===== src/hw/rtl/task_round_robin_scheduler_core_macros.svh =====
// ----------------------------------------------------------------------------
// Task round-robin scheduler assertion macros
// Concurrent assertion wrappers; they expand to nothing when SYNTH is defined.
// ----------------------------------------------------------------------------
`ifndef TASK_ROUND_ROBIN_SCHEDULER_CORE_MACROS_SVH
`define TASK_ROUND_ROBIN_SCHEDULER_CORE_MACROS_SVH
`ifndef SYNTH
// checked only while out of reset
`define TRS_ASSERT(lbl, clk, rstn, prop, msg) \
  lbl: assert property (@(posedge clk) disable iff (!rstn) prop) else $error(msg);
// checked at every edge, reset included
`define TRS_ASSERT_ALWAYS(lbl, clk, prop, msg) \
  lbl: assert property (@(posedge clk) prop) else $error(msg);
`else
`define TRS_ASSERT(lbl, clk, rstn, prop, msg)
`define TRS_ASSERT_ALWAYS(lbl, clk, prop, msg)
`endif
`endif


===== src/hw/rtl/trs_pkg.sv =====
// ----------------------------------------------------------------------------
// Task round-robin scheduler package
// Shared constants, codes, item types and helper functions.
// ----------------------------------------------------------------------------
`default_nettype none

package trs_pkg;

  // task slots
  localparam int unsigned NumTasks = 32;
  localparam int unsigned IdleTask = 0;
  localparam int unsigned TaskW    = $clog2(NumTasks);
  // task id including the "none" code
  localparam int unsigned TidW     = 6;
  localparam logic [TidW-1:0] NoTask = TidW'(32);
  localparam logic [NumTasks-1:0] OneBit = NumTasks'(1);

  // operation codes
  localparam logic [2:0] FnReady     = 3'd0;
  localparam logic [2:0] FnUnready   = 3'd1;
  localparam logic [2:0] FnSetState  = 3'd2;
  localparam logic [2:0] FnSchedule  = 3'd3;
  localparam logic [2:0] FnSleep     = 3'd4;
  localparam logic [2:0] FnExit      = 3'd5;
  localparam logic [2:0] FnStart     = 3'd6;
  localparam logic [2:0] FnCreate    = 3'd7;

  // status codes
  localparam logic [1:0] StOk      = 2'd0;
  localparam logic [1:0] StIllegal = 2'd1;
  localparam logic [1:0] StNoSlot  = 2'd2;
  localparam logic [1:0] StNoCur   = 2'd3;

  // task state codes
  localparam logic [2:0] TsDead     = 3'd0;
  localparam logic [2:0] TsReady    = 3'd1;
  localparam logic [2:0] TsRunning  = 3'd2;
  localparam logic [2:0] TsBlocked  = 3'd3;
  localparam logic [2:0] TsSleeping = 3'd4;

  // allowed transitions, row is the old state, bit is the new state
  localparam logic [4:0] LegalTab [0:4] = '{
    5'b00011,
    5'b00110,
    5'b11011,
    5'b00011,
    5'b00011
  };

  typedef struct packed {
    logic [2:0]       func;
    logic [TaskW-1:0] task_id;
    logic [2:0]       target_st;
  } sched_in_t;

  typedef struct packed {
    logic [1:0]          status;
    logic [TidW-1:0]     chosen_task;
    logic [TidW-1:0]     previous_task;
    logic                switched;
    logic [NumTasks-1:0] ready_set;
  } sched_res_t;

  // one flag vector per task state, exactly one flag set per task
  typedef struct packed {
    logic [NumTasks-1:0] dead;
    logic [NumTasks-1:0] ready_st;
    logic [NumTasks-1:0] running;
    logic [NumTasks-1:0] blocked;
    logic [NumTasks-1:0] sleeping;
  } task_vec_t;

  typedef struct packed {
    logic [NumTasks-1:0] rb;
    task_vec_t           ts;
    logic [TidW-1:0]     cur;
  } sched_state_t;

  // transition check, entering dead is allowed from every valid state
  function automatic logic legal_trans(logic [2:0] from, logic [2:0] to);
    logic ok;
    ok = 1'b0;
    if (from <= TsSleeping && to <= TsSleeping) begin
      ok = (to == TsDead) || LegalTab[from][to];
    end
    return ok;
  endfunction

  // state code of one task
  function automatic logic [2:0] state_of(task_vec_t ts, logic [TaskW-1:0] idx);
    logic [2:0] code;
    code = TsDead;
    if (ts.ready_st[idx]) code = TsReady;
    if (ts.running[idx])  code = TsRunning;
    if (ts.blocked[idx])  code = TsBlocked;
    if (ts.sleeping[idx]) code = TsSleeping;
    return code;
  endfunction

  // priority encoder, lowest set bit or none
  function automatic logic [TidW-1:0] lowest_idx(logic [NumTasks-1:0] v);
    logic [TidW-1:0] idx;
    idx = NoTask;
    for (int i = NumTasks - 1; i >= 0; i--) begin
      if (v[i]) idx = TidW'(i);
    end
    return idx;
  endfunction

endpackage

`default_nettype wire


===== src/hw/rtl/trs_pick.sv =====
// ----------------------------------------------------------------------------
// Round-robin picker
// First ready task above the current one, wrapping, else the idle task.
// ----------------------------------------------------------------------------
`default_nettype none

module trs_pick (
  input  logic [trs_pkg::NumTasks-1:0] mask_i,
  input  logic [trs_pkg::TidW-1:0]     cur_i,
  output logic [trs_pkg::TidW-1:0]     next_o
);
  import trs_pkg::*;

  logic [NumTasks-1:0] above;
  logic [NumTasks-1:0] after;

  // tasks strictly above the current one
  always_comb begin
    for (int i = 0; i < NumTasks; i++) begin
      above[i] = (TidW'(i) > cur_i);
    end
  end

  assign after = mask_i & above;

  // wrap to the lowest ready task, idle task when nothing is ready
  always_comb begin
    if (mask_i == '0) begin
      next_o = TidW'(IdleTask);
    end else if (after != '0) begin
      next_o = lowest_idx(after);
    end else begin
      next_o = lowest_idx(mask_i);
    end
  end

endmodule

`default_nettype wire


===== src/hw/rtl/trs_exec.sv =====
// ----------------------------------------------------------------------------
// Scheduler operation logic
// Works out one item's result and the next scheduler state.
// ----------------------------------------------------------------------------
`default_nettype none

module trs_exec (
  input  trs_pkg::sched_in_t    item_i,
  input  trs_pkg::sched_state_t state_i,
  output trs_pkg::sched_state_t state_o,
  output trs_pkg::sched_res_t   res_o
);
  import trs_pkg::*;

  logic                cur_valid;
  logic [TaskW-1:0]    cur_idx;
  logic                tid_ok;
  logic                is_leave;
  logic [2:0]          leave_target;
  logic [NumTasks-1:0] rb_tick;
  logic [TidW-1:0]     next;
  logic [TaskW-1:0]    next_idx;
  logic [2:0]          st_cur;
  logic [2:0]          st_next;
  logic [2:0]          st_tid;
  logic [TidW-1:0]     created;
  logic [TaskW-1:0]    created_idx;
  logic [2:0]          st_idle;

  logic [1:0]          status;
  logic [NumTasks-1:0] rb_n;
  logic [TidW-1:0]     cur_n;
  logic                wa_en;
  logic [TaskW-1:0]    wa_idx;
  logic [2:0]          wa_val;
  logic                wb_en;
  logic [TaskW-1:0]    wb_idx;
  logic [2:0]          wb_val;
  task_vec_t           ts_n;
  logic [2:0]          lane_code;

  assign cur_valid    = state_i.cur < TidW'(NumTasks);
  assign cur_idx      = state_i.cur[TaskW-1:0];
  assign tid_ok       = {1'b0, item_i.task_id} < TidW'(NumTasks);
  assign is_leave     = (item_i.func == FnSleep) || (item_i.func == FnExit);
  assign leave_target = (item_i.func == FnSleep) ? TsSleeping : TsDead;

  // leaving tasks drop out of the mask before the pick
  assign rb_tick = is_leave ? (state_i.rb & ~(OneBit << cur_idx)) : state_i.rb;

  trs_pick u_pick (
    .mask_i (rb_tick),
    .cur_i  (state_i.cur),
    .next_o (next)
  );

  assign next_idx    = next[TaskW-1:0];
  assign st_cur      = state_of(state_i.ts, cur_idx);
  assign st_next     = state_of(state_i.ts, next_idx);
  assign st_tid      = state_of(state_i.ts, item_i.task_id);
  assign created     = lowest_idx(state_i.ts.dead);
  assign created_idx = created[TaskW-1:0];
  assign st_idle     = state_of(state_i.ts, TaskW'(IdleTask));

  // operation decode, up to two state writes, the second one wins
  always_comb begin
    status = StOk;
    rb_n   = state_i.rb;
    cur_n  = state_i.cur;
    wa_en  = 1'b0;
    wa_idx = item_i.task_id;
    wa_val = TsReady;
    wb_en  = 1'b0;
    wb_idx = next_idx;
    wb_val = TsRunning;
    unique case (item_i.func) inside
      FnReady: begin
        if (!tid_ok) begin
          status = StIllegal;
        end else begin
          rb_n = state_i.rb | (OneBit << item_i.task_id);
          if (st_tid != TsRunning) begin
            if (!legal_trans(st_tid, TsReady)) status = StIllegal;
            else wa_en = 1'b1;
          end
        end
      end
      FnUnready: begin
        if (!tid_ok) status = StIllegal;
        else rb_n = state_i.rb & ~(OneBit << item_i.task_id);
      end
      FnSetState: begin
        if (!tid_ok || !legal_trans(st_tid, item_i.target_st)) begin
          status = StIllegal;
        end else begin
          wa_en  = 1'b1;
          wa_val = item_i.target_st;
        end
      end
      FnSleep, FnExit: begin
        if (!cur_valid) begin
          status = StNoCur;
        end else if (!legal_trans(st_cur, leave_target)) begin
          status = StIllegal;
        end else begin
          wa_en  = 1'b1;
          wa_idx = cur_idx;
          wa_val = leave_target;
          rb_n   = rb_tick;
          if (next != state_i.cur) begin
            if (!legal_trans(st_next, TsRunning)) begin
              status = StIllegal;
            end else begin
              wb_en = 1'b1;
              cur_n = next;
            end
          end
        end
      end
      FnSchedule, FnStart: begin
        if (item_i.func == FnStart && !cur_valid) begin
          // first start: lowest ready task, or the idle task made ready
          if (state_i.rb != '0) begin
            if (!legal_trans(st_next, TsRunning)) begin
              status = StIllegal;
            end else begin
              wb_en = 1'b1;
              cur_n = next;
            end
          end else if (st_idle == TsRunning) begin
            status = StIllegal;
          end else begin
            rb_n   = state_i.rb | (OneBit << TaskW'(IdleTask));
            wb_en  = 1'b1;
            wb_idx = TaskW'(IdleTask);
            cur_n  = TidW'(IdleTask);
          end
        end else if (next != state_i.cur) begin
          // running predecessor goes back to ready
          if (cur_valid && st_cur == TsRunning) begin
            wa_en  = 1'b1;
            wa_idx = cur_idx;
            wa_val = TsReady;
          end
          if (!legal_trans(st_next, TsRunning)) begin
            status = StIllegal;
          end else begin
            wb_en = 1'b1;
            cur_n = next;
          end
        end
      end
      default: begin
        // create: lowest dead slot becomes ready
        if (created == NoTask) begin
          status = StNoSlot;
        end else begin
          rb_n   = state_i.rb | (OneBit << created_idx);
          wa_en  = 1'b1;
          wa_idx = created_idx;
          wa_val = TsReady;
        end
      end
    endcase
  end

  // per-task state update
  always_comb begin
    ts_n      = state_i.ts;
    lane_code = TsDead;
    for (int i = 0; i < NumTasks; i++) begin
      lane_code = state_of(state_i.ts, TaskW'(i));
      if (wa_en && wa_idx == TaskW'(i)) lane_code = wa_val;
      if (wb_en && wb_idx == TaskW'(i)) lane_code = wb_val;
      ts_n.dead[i]     = (lane_code == TsDead);
      ts_n.ready_st[i] = (lane_code == TsReady);
      ts_n.running[i]  = (lane_code == TsRunning);
      ts_n.blocked[i]  = (lane_code == TsBlocked);
      ts_n.sleeping[i] = (lane_code == TsSleeping);
    end
  end

  // failed items leave the state untouched
  always_comb begin
    state_o = state_i;
    if (status == StOk) begin
      state_o.rb  = rb_n;
      state_o.ts  = ts_n;
      state_o.cur = cur_n;
    end
  end

  // result fields
  always_comb begin
    res_o.status        = status;
    res_o.previous_task = state_i.cur;
    res_o.chosen_task   = state_o.cur;
    if (status == StOk && item_i.func == FnCreate) res_o.chosen_task = created;
    res_o.switched      = (status == StOk) && (cur_n != state_i.cur);
    res_o.ready_set     = state_o.rb;
  end

endmodule

`default_nettype wire


===== src/hw/rtl/task_round_robin_scheduler_core.sv =====
// ----------------------------------------------------------------------------
// Task round-robin scheduler core
// Ready mask, per-task states and current task, one operation per item.
// ----------------------------------------------------------------------------
//  channel   signals                 direction  handshake
//  item      start, busy, item_i     in         start & !busy
//  result    done_o, result_o        out        done_o, one cycle, no stall
//
//  An item is registered at the accepting edge; its result and the new state
//  are registered at the next edge, when done_o rises.
//  One item is taken every cycle; busy stays low, the whole operation is one
//  pass through the picker and the operation logic.
//  Reset clears the ready mask, marks every task dead and leaves the
//  scheduler not started.
// ----------------------------------------------------------------------------
`default_nettype none
`include "task_round_robin_scheduler_core_macros.svh"

module task_round_robin_scheduler_core (
  input  logic                clk_i,
  input  logic                rst_ni,
  input  logic                start,
  output logic                busy,
  input  trs_pkg::sched_in_t  item_i,
  output logic                done_o,
  output trs_pkg::sched_res_t result_o
);
  import trs_pkg::*;

  sched_in_t    item_q;
  logic         valid_q;
  sched_state_t state_q;
  sched_state_t state_d;
  sched_res_t   result_q;
  sched_res_t   res_d;
  logic         done_q;

  assign busy = 1'b0;

  // input register control
  always_ff @(posedge clk_i or negedge rst_ni) begin
    if (!rst_ni) begin
      valid_q <= 1'b0;
      done_q  <= 1'b0;
    end else begin
      valid_q <= start && !busy;
      done_q  <= valid_q;
    end
  end

  // item and result payload
  always_ff @(posedge clk_i) begin
    if (start && !busy) begin
      item_q <= item_i;
    end
    if (valid_q) begin
      result_q <= res_d;
    end
  end

  trs_exec u_exec (
    .item_i  (item_q),
    .state_i (state_q),
    .state_o (state_d),
    .res_o   (res_d)
  );

  // scheduler state
  always_ff @(posedge clk_i or negedge rst_ni) begin
    if (!rst_ni) begin
      state_q.rb          <= '0;
      state_q.ts.dead     <= '1;
      state_q.ts.ready_st <= '0;
      state_q.ts.running  <= '0;
      state_q.ts.blocked  <= '0;
      state_q.ts.sleeping <= '0;
      state_q.cur         <= NoTask;
    end else if (valid_q) begin
      state_q <= state_d;
    end
  end

  assign done_o   = done_q;
  assign result_o = result_q;

  `TRS_ASSERT_ALWAYS(a_done_after_item, clk_i, done_q |-> $past(valid_q), "result without item")
  `TRS_ASSERT(a_fail_keeps_state, clk_i, rst_ni, (valid_q && res_d.status != StOk) |=> $stable(state_q), "failed item changed state")
  `TRS_ASSERT(a_mask_matches, clk_i, rst_ni, done_q |-> (result_q.ready_set == state_q.rb), "ready_set differs from mask")
  `TRS_ASSERT(a_switch_current, clk_i, rst_ni, (done_q && result_q.switched) |-> (state_q.cur == result_q.chosen_task && state_q.cur != result_q.previous_task), "switch does not match current task")

endmodule

`default_nettype wire

===== config.mk =====
export PLATFORM = sky130hd
export DESIGN_NAME = task_round_robin_scheduler_core
export DESIGN_NICKNAME = d
export VERILOG_FILES = /design/src/hw/rtl/trs_pkg.sv /design/src/hw/rtl/trs_pick.sv /design/src/hw/rtl/trs_exec.sv /design/src/hw/rtl/task_round_robin_scheduler_core.sv
export VERILOG_INCLUDE_DIRS = /design/src /design/src/hw/rtl
export SDC_FILE = /design/constraint.sdc
export NUM_CORES = 1
export LEC_CHECK = 0
export ABC_AREA = 1
export BUFFER_PORTS_ARGS = -buffer_cell sky130_fd_sc_hd__buf_4
export CORE_MARGIN = 1.5
export CORE_UTILIZATION = 45
export CTS_CLUSTER_DIAMETER = 200
export DETAILED_ROUTE_END_ITERATION = 10
export PLACE_DENSITY = 0.69
export SETUP_SLACK_MARGIN = 0.15
export SLEW_MARGIN = 20
export SYNTH_ARGS = -nofsm -noshare
export SYNTH_HDL_FRONTEND = slang
export SYNTH_SLANG_ARGS = --single-unit

===== constraint.sdc =====
create_clock -name clk_i -period 10.6 [get_ports clk_i]
set_input_delay 1.59 -clock clk_i [delete_from_list [all_inputs] [get_ports clk_i]]
set_output_delay 1.59 -clock clk_i [all_outputs]
set_load 0.01 [all_outputs]

==> flow_summary.ini <==
[run_status]
outcome = complete, no violations

[critical_path]
r2r_cells = 27
r2r_start = state_q[1]$_DFFE_PN0P_
rrSetupSlack_ns = 3.11
startpoint_type = flip-flop
cp_common_cell = nand2_1
max_stage_delay_ns = 0.94
endpoint_kind = flip-flop
required_ns = 10.86
cp_max_fo = 64
worstSetupPathType = flip-flop to flip-flop
r2r_end = result_o[19]$_DFFE_PP_
critPathLaunch = state_q[1]$_DFFE_PN0P_
critPathArrivalTime_ns = 7.76
cp_slowest_cell = o31ai_1

[floorplanning]
row_count = 76
dieArea_um2 = 45300
die_h_um = 212.8
core_area_um2 = 43270
die_width_um = 212.8
initial_core_util_pct = 45.79
pin_count = 63

[global_routing]
antenna_found_initial = 1
grtUsageTotal_pct = 38.22
grt_first_pass_wirelength_um = 129300
overflow = 0
grt_pass1_vias = 20980
grt_max_degree = 217

[place]
place_ws_ns = 3.418
post_dp_cell_area_um2 = 20520
dp_hpwl_um = 61480
place.gp.congestion = 1.037
io_buffers = 61

[timing]
slew_violations = 0
final.period_utilization_pct = 70.70
skew_ns = 0.02302
fin_ws_ns = 3.106
finalCriticalPeriod_ns = 7.494
fmax_mhz = 133.4
setup_viol = 0
tightest_slew_ns = 1.204
tns_ns = 0
finalHoldViolCount = 0
relSlewSlack_pct = 19.65
grt_setup_unrepaired = no

[routing]
ant_nets = 0
met2_length_um = 39180
drt-met1-wl_um = 33020
drt-total-wl_um = 86910
drt-initial-drc-count = 2945
avgViaCountPerCell = 6.202
drt_first_pass_iters = 7
met3_length_um = 8244
num_vias = 22430
routedWlPerCell_um = 24.03
drcViolationCount = 0
routed.top_layer = met5

[synth]
syn-num-nets = 3048
synth.largest_area_cell = dfrtp_1
synth_enable_flop_cells = 58
synth_cell_types = 63
yosysWarnings = 0
ys.flop_type = dfrtp_1
async_flop_share_pct = 77.52
synth_area_um2 = 19810
syn_inst = 3034
seq_area_frac_synth_pct = 34.26
synth_area_per_cell_um2 = 6.530
synth_top_area_share_pct = 21.09
ys_top_cells_by_area = dfrtp_1 (21%), nand2_1 (16%), edfxtp_1 (8.8%)
synth_seq_cells = 258

[clocking]
clkTransAtPathRegs_ns = 0.08
htreeDepth = 1
clockBufferDepth = 3
tritoncts = built
postCtsHoldBufs = 0
clk_latency_ns = 0.60
cts-resized-gates = 0
numCtsBuffers = 30
post_cts_buffers = 0
root_buffer = clkbuf_16
cts_sinks = 258

[layout]
area_growth_syn_to_layout_pct = 8.974
diodes = 0
drive_above_1_share_pct = 9.568
seq_area_um2 = 6789
fin_area_um2 = 21590
nNetsFinal = 3021
multiInputGateArea_um2 = 10860
fill_cells = 4410

[run]
drv_cap = 0

[hold_path]
min_to = state_q[157]$_DFFE_PN1P_
worstHoldPathCells = 2
hp-class = flip-flop to flip-flop
hold_path.startpoint = state_q[157]$_DFFE_PN1P_
per-layer routing:
| layer | vias to the layer above | GRT usage (%) |
|---|---|---|
| li1 | 10160 | - |
| met1 | 10440 | 47.36 |
| met2 | 1423 | 61.34 |
| met3 | 398 | 6.766 |
| met4 | 2 | 24.63 |
| met5 | - | 0 |
how the worst max path moves through the flow:
| stage | endpoint | slack, ns | cells after the start |
|---|---|---|---|
| 5_1_grt | state_q[89]$_DFFE_PN0P_ | 2.60 | 35 |
| 3_5_place_dp | state_q[120]$_DFFE_PN0P_ | 3.42 | 25 |
| 6_report | result_o[19]$_DFFE_PP_ | 3.11 | 27 |
| 4_1_cts | state_q[99]$_DFFE_PN0P_ | 3.36 | 27 |
| 3_3_place_gp | state_q[89]$_DFFE_PN0P_ | 3.49 | 27 |
| 2_1_floorplan | state_q[93]$_DFFE_PN0P_ | 6.30 | 35 |
state kept, by name, summed over array words and instances (netlist names):
name and flops:
done_o 1, item_q 11, result_o 47, state_q 198
valid_q 1
per-stage QoR:
step                      cells  utilization [%]  hold slack [ns]
after floorplan            3034                -           0.4196
after detailed placement   3560            47.43           0.4646
after global routing       3616            49.90           0.4883
after CTS                  3616            49.90           0.4739
final                      3616            49.90           0.4745
after global placement     3560            47.43           0.4605
synthesized netlist by cell type (30+ instances only):
cell	n
a21oi_1	128
buf_2	31
clkbuf_1	82
dfrtp_1	167
dfstp_2	33
edfxtp_1	58
inv_1	336
inv_2	30
nand2_1	857
nand3_1	191
nand4_1	68
nor2_1	220
nor3_1	30
o21ai_0	289
o21ai_1	121
o22ai_1	95
o31ai_1	30
cell usage in the layout, fill, tap and decap left out, types with 4 or more instances in the layout:
master / synthesis / final
nor4_1: 17 / 17
clkbuf_16: 0 / 32
nor2_1: 220 / 218
inv_2: 30 / 30
o21bai_1: 10 / 10
edfxtp_1: 58 / 58
nand3_1: 191 / 191
clkbuf_8: 0 / 6
a211oi_1: 8 / 8
o31ai_1: 30 / 30
nand2_1: 857 / 857
nand3_2: 11 / 11
bufinv_16: 0 / 4
nand2_2: 18 / 18
o311ai_0: 10 / 10
clkinv_2: 0 / 8
a22oi_1: 5 / 5
nand2_4: 6 / 6
nor2_2: 17 / 19
o21ai_0: 289 / 289
a221oi_1: 8 / 8
o2111ai_1: 6 / 6
a21oi_1: 128 / 128
dfrtp_1: 167 / 166
o21ai_1: 121 / 121
nor3_1: 30 / 30
buf_4: 17 / 87
a31oi_1: 27 / 27
nor2_4: 10 / 10
dfstp_2: 33 / 33
o211ai_1: 16 / 16
nand3b_1: 10 / 10
o22ai_1: 95 / 95
clkinv_1: 13 / 16
nand4_1: 68 / 68
inv_1: 336 / 336
cells by family (layout without fill, tap and decap cells):
group                  after synthesis  in the layout  share of synthesized area (%)
other                                1              1                        0.01893
AO/OA/AOI/OAI                      776            776                          22.28
flip-flops                         258            258                          34.26
buffers and inverters              530            527                          10.96
AND/OR/NAND/NOR                   1467           1467                          32.39
XOR/XNOR                             2              2                        0.08843
area by class of cell:
class	count	area share (%)
Clock inverter	18	0.9098
Sequential cell	258	31.44
Multi-Input combinational cell	2246	50.29
Timing Repair Buffer	90	3.274
Clock buffer	38	4.045
Inverter	381	6.647
Tap cell	585	3.390
critical path, delay by kind of cell, from the launching register on:
family	cells	cell delay (ns)
flops	1	0.81
compound gates	4	1.58
buf+inv	2	1.15
simple gates	21	3.53
Power is left out: the tool's default activity adds up to more than one toggle a clock period on the data nets, which glitch-free logic cannot reach.
